`src/design/oldest_first_exit_arbiter_unit_defines.svh`:
```
`ifndef OLDEST_FIRST_EXIT_ARBITER_UNIT_DEFINES_SVH
`define OLDEST_FIRST_EXIT_ARBITER_UNIT_DEFINES_SVH

// Implication checked in the same cycle, held off during reset.
`define OFEA_ASSERT_NOW(lbl, ante, cons, msg) \
    lbl: assert property (@(posedge clk) disable iff (!rst_n) (ante) |-> (cons)) \
        else $error(msg);

// Implication checked in the cycle after the antecedent, held off during reset.
`define OFEA_ASSERT_NEXT(lbl, ante, cons, msg) \
    lbl: assert property (@(posedge clk) disable iff (!rst_n) (ante) |=> (cons)) \
        else $error(msg);

`endif

```
`src/design/ofea_pkg.sv`:
```
`timescale 1ns / 1ps
package ofea_pkg;

    localparam int MAX_PORTS = 16;
    localparam int PORT_W    = 4;
    localparam int CNT_W     = 5;

    localparam logic [CNT_W-1:0] PORTS_IN_USE_RESET = 5'd16;

    localparam int UPC_W = 3;
    typedef logic [UPC_W-1:0] upc_t;
    typedef logic [PORT_W-1:0] port_t;
    typedef logic [CNT_W-1:0] cnt_t;

    localparam upc_t ST_IDLE  = 3'd0;
    localparam upc_t ST_SCAN1 = 3'd1;
    localparam upc_t ST_CHECK = 3'd2;
    localparam upc_t ST_SCAN2 = 3'd3;
    localparam upc_t ST_EMIT  = 3'd4;

    localparam logic [2:0] C_ALWAYS   = 3'd0;
    localparam logic [2:0] C_ACCEPT   = 3'd1;
    localparam logic [2:0] C_LAST     = 3'd2;
    localparam logic [2:0] C_FOUND    = 3'd3;
    localparam logic [2:0] C_OUT_FREE = 3'd4;

    typedef struct packed {
        logic [2:0] cond;
        logic       dispatch;
        upc_t       jump;
        upc_t       other;
        logic       take_cmd;
        logic       scan1;
        logic       init2;
        logic       scan2;
        logic       emit;
    } ctl_t;

    function automatic ctl_t ofea_ucode(input upc_t upc);
        ctl_t w;
        w = '{cond: C_ALWAYS, dispatch: 1'b0, jump: ST_IDLE, other: ST_IDLE,
              take_cmd: 1'b0, scan1: 1'b0, init2: 1'b0, scan2: 1'b0, emit: 1'b0};
        unique case (upc)
            ST_IDLE:
            begin
                w.cond     = C_ACCEPT;
                w.dispatch = 1'b1;
                w.jump     = ST_SCAN1;
                w.other    = ST_IDLE;
                w.take_cmd = 1'b1;
            end
            ST_SCAN1:
            begin
                w.cond  = C_LAST;
                w.jump  = ST_CHECK;
                w.other = ST_SCAN1;
                w.scan1 = 1'b1;
            end
            ST_CHECK:
            begin
                w.cond  = C_FOUND;
                w.jump  = ST_SCAN2;
                w.other = ST_EMIT;
                w.init2 = 1'b1;
            end
            ST_SCAN2:
            begin
                w.cond  = C_LAST;
                w.jump  = ST_EMIT;
                w.other = ST_SCAN2;
                w.scan2 = 1'b1;
            end
            ST_EMIT:
            begin
                w.cond  = C_OUT_FREE;
                w.jump  = ST_IDLE;
                w.other = ST_EMIT;
                w.emit  = 1'b1;
            end
            default:
            begin
                w.cond = C_ALWAYS;
                w.jump = ST_IDLE;
            end
        endcase
        return w;
    endfunction

endpackage

```
`src/design/ofea_ifs.sv`:
```
`timescale 1ns / 1ps
interface ofea_cmd_if #(parameter int TIME_WIDTH = 32);
    logic                  valid;
    logic                  ready;
    logic                  operation;
    logic [3:0]            port_index;
    logic [TIME_WIDTH-1:0] port_request_time;
    logic [3:0]            port_target_exit;
    logic                  port_target_valid;
    logic [TIME_WIDTH-1:0] head_time;
    logic                  head_present;
    logic [3:0]            exit_index;
    logic [TIME_WIDTH-1:0] current_time;

    modport source (
        output valid, operation, port_index, port_request_time, port_target_exit,
        output port_target_valid, head_time, head_present, exit_index, current_time,
        input  ready
    );
    modport sink (
        input  valid, operation, port_index, port_request_time, port_target_exit,
        input  port_target_valid, head_time, head_present, exit_index, current_time,
        output ready
    );
endinterface

interface ofea_res_if;
    logic       valid;
    logic       ready;
    logic       grant_valid;
    logic [3:0] grant_port;
    logic [4:0] tie_count;
    logic [3:0] tie_least;
    logic [3:0] tie_greatest;

    modport source (
        output valid, grant_valid, grant_port, tie_count, tie_least, tie_greatest,
        input  ready
    );
    modport sink (
        input  valid, grant_valid, grant_port, tie_count, tie_least, tie_greatest,
        output ready
    );
endinterface

```
`src/design/oldest_first_exit_arbiter_unit.sv`:
```
`timescale 1ns / 1ps
// Oldest-first exit arbiter for a switch with sixteen entry ports.
// The cmd channel carries one word per request: an update word overwrites the
// status of one entry port, an arbitrate word names an exit and the current time.
// The res channel returns exactly one word per cmd word; an update word and an
// arbitration without an eligible port return all fields zero.
// The cfg port sets the number of entry ports in use; write it only when idle.
// A small microcode table sequences a plain datapath: one step takes a word,
// two scans visit the sixteen port records one per cycle, and one step loads
// the result register.
// An update goes from the step that takes it straight to the result step. An
// arbitration runs the first scan and a check step, then the second scan when a
// port is granted, before the result step.
// cmd.ready is high only while the sequencer waits for a new word. When the
// receiver stalls, the result stays in the output register and the sequencer
// still takes and works the next word, holding it in the final step until the
// output register is free.
// Reset clears all port records, the exit times and the output valid flag, and
// sets the number of ports in use to sixteen.
`include "oldest_first_exit_arbiter_unit_defines.svh"
module oldest_first_exit_arbiter_unit #(
    parameter int TIME_WIDTH = 32
) (
    input  logic                   clk,
    input  logic                   rst_n,
    input  logic                   cfg_we,
    input  logic [ofea_pkg::CNT_W-1:0] cfg_wdata,
    ofea_cmd_if.sink               cmd,
    ofea_res_if.source             res
);
    import ofea_pkg::*;

    typedef logic [TIME_WIDTH-1:0] tm_t;

    cnt_t ports_in_use_reg;

    tm_t  req_time_reg   [MAX_PORTS];
    tm_t  head_time_reg  [MAX_PORTS];
    port_t reg_exit_reg  [MAX_PORTS];
    logic [MAX_PORTS-1:0] reg_valid_reg;
    logic [MAX_PORTS-1:0] head_pres_reg;
    tm_t  exit_last_reg  [MAX_PORTS];

    upc_t  upc_reg, upc_next;
    ctl_t  ctl;
    port_t idx_reg;
    port_t exit_reg;
    tm_t   now_reg;
    logic  found_reg;
    tm_t   oldest_reg;
    port_t pick_reg;
    cnt_t  count_reg;
    port_t least_reg;
    port_t greatest_reg;

    logic  res_valid_reg;
    logic  res_grant_reg;
    port_t res_port_reg;
    cnt_t  res_count_reg;
    port_t res_least_reg;
    port_t res_greatest_reg;

    logic  accept;
    logic  out_free;
    logic  last;
    logic  elig;
    logic  cond_true;

    assign ctl       = ofea_ucode(upc_reg);
    assign cmd.ready = ctl.take_cmd;
    assign accept    = cmd.valid && ctl.take_cmd;
    assign out_free  = !res_valid_reg || res.ready;
    assign last      = (idx_reg == port_t'(MAX_PORTS - 1));

    assign elig = ({1'b0, idx_reg} < ports_in_use_reg)
               && (idx_reg != exit_reg)
               && (req_time_reg[idx_reg] <= now_reg)
               && reg_valid_reg[idx_reg]
               && (reg_exit_reg[idx_reg] == exit_reg)
               && head_pres_reg[idx_reg];

    always_comb
    begin
        unique case (ctl.cond)
            C_ALWAYS:   cond_true = 1'b1;
            C_ACCEPT:   cond_true = accept;
            C_LAST:     cond_true = last;
            C_FOUND:    cond_true = found_reg;
            C_OUT_FREE: cond_true = out_free;
            default:    cond_true = 1'b1;
        endcase
        if (cond_true)
        begin
            if (ctl.dispatch && !cmd.operation)
            begin
                upc_next = ST_EMIT;
            end
            else
            begin
                upc_next = ctl.jump;
            end
        end
        else
        begin
            upc_next = ctl.other;
        end
    end

    always_ff @(posedge clk or negedge rst_n)
    begin
        if (!rst_n)
        begin
            upc_reg          <= ST_IDLE;
            ports_in_use_reg <= PORTS_IN_USE_RESET;
        end
        else
        begin
            upc_reg <= upc_next;
            if (cfg_we)
            begin
                ports_in_use_reg <= cfg_wdata;
            end
        end
    end

    always_ff @(posedge clk or negedge rst_n)
    begin
        if (!rst_n)
        begin
            for (int i = 0; i < MAX_PORTS; i++)
            begin
                req_time_reg[i]  <= '0;
                head_time_reg[i] <= '0;
                reg_exit_reg[i]  <= '0;
                exit_last_reg[i] <= '0;
            end
            reg_valid_reg <= '0;
            head_pres_reg <= '0;
        end
        else
        begin
            if (accept && !cmd.operation)
            begin
                req_time_reg[cmd.port_index]  <= cmd.port_request_time;
                head_time_reg[cmd.port_index] <= cmd.head_time;
                reg_exit_reg[cmd.port_index]  <= cmd.port_target_exit;
                reg_valid_reg[cmd.port_index] <= cmd.port_target_valid;
                head_pres_reg[cmd.port_index] <= cmd.head_present;
            end
            if (ctl.init2 && found_reg)
            begin
                exit_last_reg[exit_reg] <= now_reg;
            end
        end
    end

    always_ff @(posedge clk or negedge rst_n)
    begin
        if (!rst_n)
        begin
            idx_reg      <= '0;
            found_reg    <= 1'b0;
            pick_reg     <= '0;
            count_reg    <= '0;
            least_reg    <= '0;
            greatest_reg <= '0;
        end
        else
        begin
            if (accept)
            begin
                idx_reg      <= '0;
                found_reg    <= 1'b0;
                pick_reg     <= '0;
                count_reg    <= '0;
                least_reg    <= '0;
                greatest_reg <= '0;
            end
            if (ctl.scan1)
            begin
                idx_reg <= idx_reg + port_t'(1);
                if (elig && (!found_reg || (head_time_reg[idx_reg] < oldest_reg)))
                begin
                    found_reg <= 1'b1;
                    pick_reg  <= idx_reg;
                end
            end
            if (ctl.init2)
            begin
                idx_reg      <= '0;
                count_reg    <= '0;
                least_reg    <= pick_reg;
                greatest_reg <= pick_reg;
            end
            if (ctl.scan2)
            begin
                idx_reg <= idx_reg + port_t'(1);
                if (elig && (head_time_reg[idx_reg] == oldest_reg))
                begin
                    count_reg <= count_reg + cnt_t'(1);
                    if (idx_reg < least_reg)
                    begin
                        least_reg <= idx_reg;
                    end
                    if (idx_reg > greatest_reg)
                    begin
                        greatest_reg <= idx_reg;
                    end
                end
            end
        end
    end

    always_ff @(posedge clk)
    begin
        if (accept)
        begin
            exit_reg <= cmd.exit_index;
            now_reg  <= cmd.current_time;
        end
        if (ctl.scan1 && elig && (!found_reg || (head_time_reg[idx_reg] < oldest_reg)))
        begin
            oldest_reg <= head_time_reg[idx_reg];
        end
    end

    always_ff @(posedge clk or negedge rst_n)
    begin
        if (!rst_n)
        begin
            res_valid_reg <= 1'b0;
        end
        else if (ctl.emit && out_free)
        begin
            res_valid_reg <= 1'b1;
        end
        else if (res.ready)
        begin
            res_valid_reg <= 1'b0;
        end
    end

    always_ff @(posedge clk)
    begin
        if (ctl.emit && out_free)
        begin
            res_grant_reg    <= found_reg;
            res_port_reg     <= pick_reg;
            res_count_reg    <= count_reg;
            res_least_reg    <= least_reg;
            res_greatest_reg <= (count_reg == cnt_t'(1)) ? '0 : greatest_reg;
        end
    end

    assign res.valid        = res_valid_reg;
    assign res.grant_valid  = res_grant_reg;
    assign res.grant_port   = res_port_reg;
    assign res.tie_count    = res_count_reg;
    assign res.tie_least    = res_least_reg;
    assign res.tie_greatest = res_greatest_reg;

    `OFEA_ASSERT_NEXT(a_arb_starts_scan, accept && cmd.operation,
        upc_reg == ST_SCAN1 && idx_reg == '0, "arbitration did not start a scan")
    `OFEA_ASSERT_NOW(a_found_has_tie, upc_reg == ST_EMIT && found_reg,
        count_reg != '0, "granted port missing from tie count")
    `OFEA_ASSERT_NOW(a_grant_is_least, res.valid && res.grant_valid,
        res.tie_least == res.grant_port, "granted port is not the least tied index")
    `OFEA_ASSERT_NEXT(a_no_spurious_word, out_free && upc_reg != ST_EMIT,
        !res.valid, "result word appeared outside the emit step")

endmodule
```
`src/flat_wrapper.sv`:
```
// flat-port wrapper written by rule: the top's interface ports become plain ports
module oldest_first_exit_arbiter_unit_flat import ofea_pkg::*;
#(
    parameter int TIME_WIDTH = 32
)
  (clk, rst_n, cfg_we, cfg_wdata, cmd_valid, cmd_operation, cmd_port_index, cmd_port_request_time, cmd_port_target_exit, cmd_port_target_valid, cmd_head_time, cmd_head_present, cmd_exit_index, cmd_current_time, cmd_ready, res_valid, res_grant_valid, res_grant_port, res_tie_count, res_tie_least, res_tie_greatest, res_ready);
  ofea_cmd_if #(.TIME_WIDTH(TIME_WIDTH)) cmd_i ();
  ofea_res_if res_i ();
  input  logic clk;
  input  logic rst_n;
  input  logic cfg_we;
  input  logic [ofea_pkg::CNT_W-1:0] cfg_wdata;
  input wire logic [$bits(cmd_i.valid)-1:0] cmd_valid;
  input wire logic [$bits(cmd_i.operation)-1:0] cmd_operation;
  input wire logic [$bits(cmd_i.port_index)-1:0] cmd_port_index;
  input wire logic [$bits(cmd_i.port_request_time)-1:0] cmd_port_request_time;
  input wire logic [$bits(cmd_i.port_target_exit)-1:0] cmd_port_target_exit;
  input wire logic [$bits(cmd_i.port_target_valid)-1:0] cmd_port_target_valid;
  input wire logic [$bits(cmd_i.head_time)-1:0] cmd_head_time;
  input wire logic [$bits(cmd_i.head_present)-1:0] cmd_head_present;
  input wire logic [$bits(cmd_i.exit_index)-1:0] cmd_exit_index;
  input wire logic [$bits(cmd_i.current_time)-1:0] cmd_current_time;
  output wire logic [$bits(cmd_i.ready)-1:0] cmd_ready;
  output wire logic [$bits(res_i.valid)-1:0] res_valid;
  output wire logic [$bits(res_i.grant_valid)-1:0] res_grant_valid;
  output wire logic [$bits(res_i.grant_port)-1:0] res_grant_port;
  output wire logic [$bits(res_i.tie_count)-1:0] res_tie_count;
  output wire logic [$bits(res_i.tie_least)-1:0] res_tie_least;
  output wire logic [$bits(res_i.tie_greatest)-1:0] res_tie_greatest;
  input wire logic [$bits(res_i.ready)-1:0] res_ready;
  assign cmd_i.valid = cmd_valid;
  assign cmd_i.operation = cmd_operation;
  assign cmd_i.port_index = cmd_port_index;
  assign cmd_i.port_request_time = cmd_port_request_time;
  assign cmd_i.port_target_exit = cmd_port_target_exit;
  assign cmd_i.port_target_valid = cmd_port_target_valid;
  assign cmd_i.head_time = cmd_head_time;
  assign cmd_i.head_present = cmd_head_present;
  assign cmd_i.exit_index = cmd_exit_index;
  assign cmd_i.current_time = cmd_current_time;
  assign cmd_ready = cmd_i.ready;
  assign res_valid = res_i.valid;
  assign res_grant_valid = res_i.grant_valid;
  assign res_grant_port = res_i.grant_port;
  assign res_tie_count = res_i.tie_count;
  assign res_tie_least = res_i.tie_least;
  assign res_tie_greatest = res_i.tie_greatest;
  assign res_i.ready = res_ready;
  oldest_first_exit_arbiter_unit #(.TIME_WIDTH(TIME_WIDTH)) u_core (.clk(clk), .rst_n(rst_n), .cfg_we(cfg_we), .cfg_wdata(cfg_wdata), .cmd(cmd_i), .res(res_i));
endmodule
```
`config.mk`:
```
export PLATFORM = sky130hd
export DESIGN_NAME = oldest_first_exit_arbiter_unit_flat
export DESIGN_NICKNAME = d
export VERILOG_FILES = /design/src/design/ofea_pkg.sv /design/src/design/ofea_ifs.sv /design/src/design/oldest_first_exit_arbiter_unit.sv /design/src/flat_wrapper.sv
export VERILOG_INCLUDE_DIRS = /design/src /design/src/design
export SDC_FILE = /design/constraint.sdc
export NUM_CORES = 2
export LEC_CHECK = 0
export BUFFER_PORTS_ARGS = -buffer_cell sky130_fd_sc_hd__buf_2
export CELL_PAD_IN_SITES_DETAIL_PLACEMENT = 1
export CELL_PAD_IN_SITES_GLOBAL_PLACEMENT = 1
export CORE_MARGIN = 2
export CORE_UTILIZATION = 55
export CTS_BUF_LIST = sky130_fd_sc_hd__clkbuf_4
export CTS_CLUSTER_SIZE = 25
export DETAILED_ROUTE_END_ITERATION = 10
export GPL_ROUTABILITY_DRIVEN = 0
export PLACE_DENSITY = 0.83
export SYNTH_ARGS = -nofsm -noshare
export SYNTH_HDL_FRONTEND = slang
export SYNTH_SLANG_ARGS = --single-unit
```
`constraint.sdc`:
```
create_clock -name clk -period 7.47 [get_ports clk]
set_clock_uncertainty 0.1 [all_clocks]
set_input_delay 1.1205 -clock clk [delete_from_list [all_inputs] [get_ports clk]]
set_output_delay 1.1205 -clock clk [all_outputs]
set_load 0.005 [all_outputs]
```
# ---- Word-level counts from Yosys, hierarchy flattened
# Cells that the tools add are included.
dict set report classes {
  n_addsub 2
  magnitude_cmp 11
  eq_ne 13
  n_mux 61
  bitwise_logic 2
  n_reduce_logical 25
}
# operator n
set ops {}
lappend ops {{512-bit bitwise mux} 2}
lappend ops {{32-bit binary-select mux with 4-bit select} 2}
lappend ops {{32-bit 2-to-1 mux} 5}
lappend ops {{32-bit demux with 4-bit select} 1}
lappend ops {{4-bit 2-to-1 mux} 20}
lappend ops {{64-bit bitwise mux} 1}
lappend ops {{16-bit bitwise mux} 2}
lappend ops {{32-bit equality test} 1}
lappend ops {{32-bit less-or-equal comparator} 1}
lappend ops {{32-bit less-than comparator} 1}
lappend ops {{3-bit case mux with 4 select lines} 2}
lappend ops {{5-bit 2-to-1 mux} 4}
lappend ops {{4-bit binary-select mux with 4-bit select} 1}
lappend ops {{4-bit demux with 4-bit select} 1}
lappend ops {{1-bit logical AND} 15}
lappend ops {{1-bit 2-to-1 mux} 13}
lappend ops {{3-bit by 2-bit equality test with 1-bit output, second input constant} 4}
lappend ops {{5-bit greater-or-equal comparator, second input constant} 2}
lappend ops {{4-bit by 5-bit less-than comparator with 1-bit output, second input constant} 2}
lappend ops {{4-bit NOT with 5-bit output} 2}
lappend ops {{3-bit case mux with 3 select lines} 1}
lappend ops {{1-bit binary-select mux with 4-bit select} 2}
lappend ops {{3-bit by 1-bit equality test with 1-bit output, second input constant} 2}
lappend ops {{3-bit equality test, second input constant} 2}
lappend ops {{20 further kinds} 25}
dict set report totals {
  register_bits 1237
  out_inout_bits 20
}

# ---- Depth between registers and ports, before layout
dict set report depth {
  depth_word 12
  depth_mapped 17
}

# ---- Worst setup path before layout
# OpenSTA, ideal clock, no wires.
dict set report synth_timing {
  path_type {register to register}
  start {register u_core.idx_reg[0]}
  end {register u_core.oldest_reg[0], enable pin}
  setup_ns 0.432
  t_arrival_ns 5.669
  required_time_ns 6.938
  setup_slack_ns 1.269
  path_stages_with_launch 16
  n_path_buf 4
  period_less_slack_ns 6.201
  path_cell_list {dfrtp_1 -> buf_4 -> buf_6 -> buf_2 -> buf_1 -> mux4_2 -> mux4_2 -> ha_1 -> a21oi_1 -> nand2_1 -> a221o_1 -> o31a_1 -> nor3_1 -> and4bb_2 -> nand3_1 -> a21oi_1}
}
dict set report synth_via {
  elab_chain_cells 11
  word_cells_on_any_way 27
  cone_classes {order compare: 3; eq/ne: 2; mux: 13; bitwise: 1; reduce/logical: 8}
}
# element line
set synth_rtl {}
lappend synth_rtl {{start: declaration} oldest_first_exit_arbiter_unit.sv:46} ;# port_t idx_reg;
lappend synth_rtl {{start signal: assignment} oldest_first_exit_arbiter_unit.sv:181} ;# idx_reg <= idx_reg + port_t'(1);
lappend synth_rtl {{start signal: assignment} oldest_first_exit_arbiter_unit.sv:197} ;# idx_reg <= idx_reg + port_t'(1);
lappend synth_rtl {{4-bit NOT with 5-bit output (implied by the code)} {oldest_first_exit_arbiter_unit.sv:77, oldest_first_exit_arbiter_unit.sv:79, oldest_first_exit_arbiter_unit.sv:221}}
lappend synth_rtl {{32-bit binary-select mux with 4-bit select} oldest_first_exit_arbiter_unit.sv:77} ;# && (req_time_reg[idx_reg] <= now_reg)
lappend synth_rtl {{32-bit 2-to-1 mux (implied by the code) (2 in series)} oldest_first_exit_arbiter_unit.sv:77}
lappend synth_rtl {{32-bit less-or-equal comparator} oldest_first_exit_arbiter_unit.sv:77}
lappend synth_rtl {{1-bit logical AND} oldest_first_exit_arbiter_unit.sv:77}
lappend synth_rtl {{1-bit logical AND} oldest_first_exit_arbiter_unit.sv:78} ;# && reg_valid_reg[idx_reg]
lappend synth_rtl {{1-bit logical AND} oldest_first_exit_arbiter_unit.sv:79} ;# && (reg_exit_reg[idx_reg] == exit_reg)
lappend synth_rtl {{1-bit logical AND} oldest_first_exit_arbiter_unit.sv:80} ;# && head_pres_reg[idx_reg];
lappend synth_rtl {{1-bit logical AND} oldest_first_exit_arbiter_unit.sv:221} ;# if (ctl.scan1 && elig && (!found_reg || (head_time_reg[idx_reg] < oldest_reg)))
lappend synth_rtl {{1-bit logical AND (*)} oldest_first_exit_arbiter_unit.sv:221}
lappend synth_rtl {{end signal: assignment} oldest_first_exit_arbiter_unit.sv:223} ;# oldest_reg <= head_time_reg[idx_reg];
lappend synth_rtl {{end: declaration} oldest_first_exit_arbiter_unit.sv:50} ;# tm_t oldest_reg;
# Mark *: on every way between the ends. The rest lies on a longest branch, timed or not. The select of a mux whose other input is x is not followed.
# A chain may end at the register's enable or synchronous reset.

# ---- Final worst setup path
dict set report layout_timing {
  start {register u_core.idx_reg[0]}
  end {register u_core.oldest_reg[8], enable pin}
}
# Same word-level chain as after synthesis.

==> flow_metrics.env <==
export IMPL_status="complete, no violations"
export IMPL_timing_setup_tns_ps=0
export IMPL_p_per_area_mw_per_mm2=355.3
export IMPL_synth_xor_area_share_pct=0.1566
export IMPL_endpoint_kind="flip-flop"
export IMPL_stdcell_count=5337
export IMPL_fin_crit_sh_pct=83.94
export IMPL_avgSynthCellArea_sq_um=16.28
export IMPL_grt_overflow=0
export IMPL_synth_nets=3635
export IMPL_holdWs_ps=87.62
export IMPL_yosysUniqueCellTypes=64
export IMPL_setup_violations=0
export IMPL_critPathMaxStageDelay_ps=1030
export IMPL_vdd_drop_max_uv=236.6
export IMPL_hold_viol=0
export IMPL_max_clock_path_buffers=4
export IMPL_crit_chain="buf_4, mux4_2, mux4_2, ha_1, nand4_1, nor4_1, nand3_1, a32oi_1, and4bb_2, nand3_1, a21oi_4, buf_4"
export IMPL_yosysWarnings=0
export IMPL_clock_sinks=1237
export IMPL_pin_count=141
export IMPL_syn_cell_area_sq_mm=0.05594
export IMPL_crit_start="u_core.idx_reg[0]"
export IMPL_drt_total_wl_um=157200
export IMPL_layout_common_cells="dfrtp_1, mux2_2, clkbuf_4"
export IMPL_crit_fanout=36
export IMPL_slew_viol_final=0
export IMPL_layout_commonest_cell="dfrtp_1"
export IMPL_die_h_um=322.9
export IMPL_h_tree_depth=5
export IMPL_grt_total_usage_pct=31.07
export IMPL_period_minus_slack_ps=6270
export IMPL_r2r_end="u_core.oldest_reg[8]"
export IMPL_ctsHoldBuffers=39
export IMPL_synth_compound_area_share_pct=1.461
export IMPL_synth_simple_area_share_pct=1.414
export IMPL_vias=33330
export IMPL_crit_path_end="u_core.oldest_reg[8]"
export IMPL_cts_tree="done"
export IMPL_cts_resized=0
export IMPL_synth_fa_ha_area_share_pct=1.722
export IMPL_ys_seq_area_share_pct=56.11
export IMPL_core_area_sq_mm=0.1004
export IMPL_synth_top_family_by_area="multiplexers"
export IMPL_rsz0062_at_grt="false"
export IMPL_vias_per_cell=6.245
export IMPL_critPathBufInv=2
export IMPL_die_area_sq_mm=0.1043
export IMPL_crit_path_top_delay_cell="dfrtp_4"
export IMPL_max_slew_margin_rel_pct=24.55
export IMPL_synth_ff_type="dfrtp_1"
export IMPL_start_kind="flip-flop"
export IMPL_place_inst=4714
export IMPL_dr_pass1_iters=5
export IMPL_place_hpwl_um=88040
export IMPL_row_count=116
export IMPL_start_util_pct=55.70
export IMPL_crit_type="reg2reg"
export IMPL_cts_setup_buffers=0
export IMPL_die_w_um=322.9
export IMPL_layout_nets=3936
export IMPL_arrival_ps=6960
export IMPL_muxShareOfSynthArea_pct=36.63
export IMPL_cp_data_required_time_ps=8160
export IMPL_fmax_mhz=159.5
export IMPL_holdCritPathClass="in2reg"
export IMPL_crit_cells=12
export IMPL_antenna_found_initial=22
export IMPL_portBuffers=140
export IMPL_dr_first_iter_drc_count=2260
export IMPL_synth_seq_cells=1237
export IMPL_tightest_slew_ps=1132
export IMPL_crit_family="simple AND/OR/NAND/NOR gates"
export IMPL_grt_max_degree=180
export IMPL_grt_pass1_wl_um=242000
export IMPL_r2r_start="u_core.idx_reg[0]"
export IMPL_reg2reg_depth=12
export IMPL_synth_cells=3437
export IMPL_wire_per_inst_um=29.45
export IMPL_async_flop_share_pct=93.05
export IMPL_drv_cap=0
export IMPL_r2r_setup_slack_ps=1200
export IMPL_p_leak_nw=29.68
export IMPL_grt_pass1_vias=38990
export IMPL_total_power_mw=22.24
export IMPL_synth_edff_count=86
export IMPL_drc=0
export IMPL_area_growth_pct=11.90
export IMPL_path_clk_slew_ps=80
export IMPL_drive_gt1_share_pct=55.91
export IMPL_cts_buffers=340
export IMPL_ant_nets=0
export IMPL_cts_root_buf="clkbuf_4"
export IMPL_clk_latency_ps=1220
cells in the mapped netlist, drive strengths merged (3+ instances only):
cell type  number  share of area [%]
a21o           17               0.23
a21oi          31               0.28
a22oi           8               0.11
a31o            3              0.047
a31oi           4              0.045
and2            4              0.045
and3            4              0.045
buf           121               0.93
clkbuf        153                1.0
dfrtp        1150                 51
edfxtp         86                4.6
ha             77                1.7
inv            82               0.55
mux2         1122                 23
mux2i          22               0.39
mux4          338                 14
nand2          42               0.28
nand2b          7              0.078
nand3          17               0.15
nand4          17               0.19
nor2           25               0.17
nor2b          11               0.12
nor3            8              0.072
nor4            9               0.11
o21a            3              0.040
o21ai          22               0.20
o221ai          3              0.047
xnor2           3              0.047
xor2            7               0.11
tightest hold or removal path, cell delays in order:
cell and delay (ps):
buf_2 80, nand2_1 40, o21ai_0 70
cell type report:
type | count | area, sq um
Fill cell | 8949 | 37840
Sequential cell | 1237 | 31400
Multi-Input combinational cell | 1843 | 23300
Clock buffer | 519 | 3896
Tap cell | 1357 | 1698
Timing Repair Buffer | 233 | 1632
Clock inverter | 52 | 319.1
Inverter | 83 | 316.6
Antenna cell | 13 | 32.53
metrics by stage:
stage / worst slack (ps) / instance area [sq um] / util (%)
detailed placement: 1374 / 57960 / 57.71
global route: 921.5 / 62590 / 62.32
global placement: 1340 / 57960 / 57.71
floorplan: 1269 / 55940 / -
CTS: 1251 / 62560 / 62.29
finish: 1200 / 62600 / 62.32
where the power goes:
group | internal, mW | switching, mW
Sequential | 8.65 | 1.26
Combinational | 3.47 | 2.71
Clock | 3.27 | 2.87
metal layers:
layer  GRT usage [%]  part of all wire [%]  up-vias
met1           37.67                    39    18150
met4           13.97                   3.7       12
li1                -                     -    13670
met5               0                 0.045        -
met3           6.674                   5.2      387
met2           53.54                    52     1114
cells by family after synthesis:
group,count (synthesis)
adder cells (fa/ha/maj),77
AND/OR/NAND/NOR,153
XOR/XNOR,10
flip-flops,1237
AO/OA/AOI/OAI,121
buffers and inverters,357
multiplexers,1482
how the worst min path moves through the flow:
stage | cells past startpoint | startpoint | end
after floorplan | 0 | u_core.least_reg[0] | u_core.res.tie_least[0]
after global placement | 0 | u_core.least_reg[2] | u_core.res.tie_least[2]
after detailed placement | 1 | u_core.reg_valid_reg[9] | u_core.reg_valid_reg[9]
after CTS | 3 | cfg_wdata[1] | u_core.ports_in_use_reg[1]
after global routing | 3 | cfg_wdata[1] | u_core.ports_in_use_reg[1]
final | 3 | cfg_wdata[1] | u_core.ports_in_use_reg[1]
(Power assumes the default switching activity.)
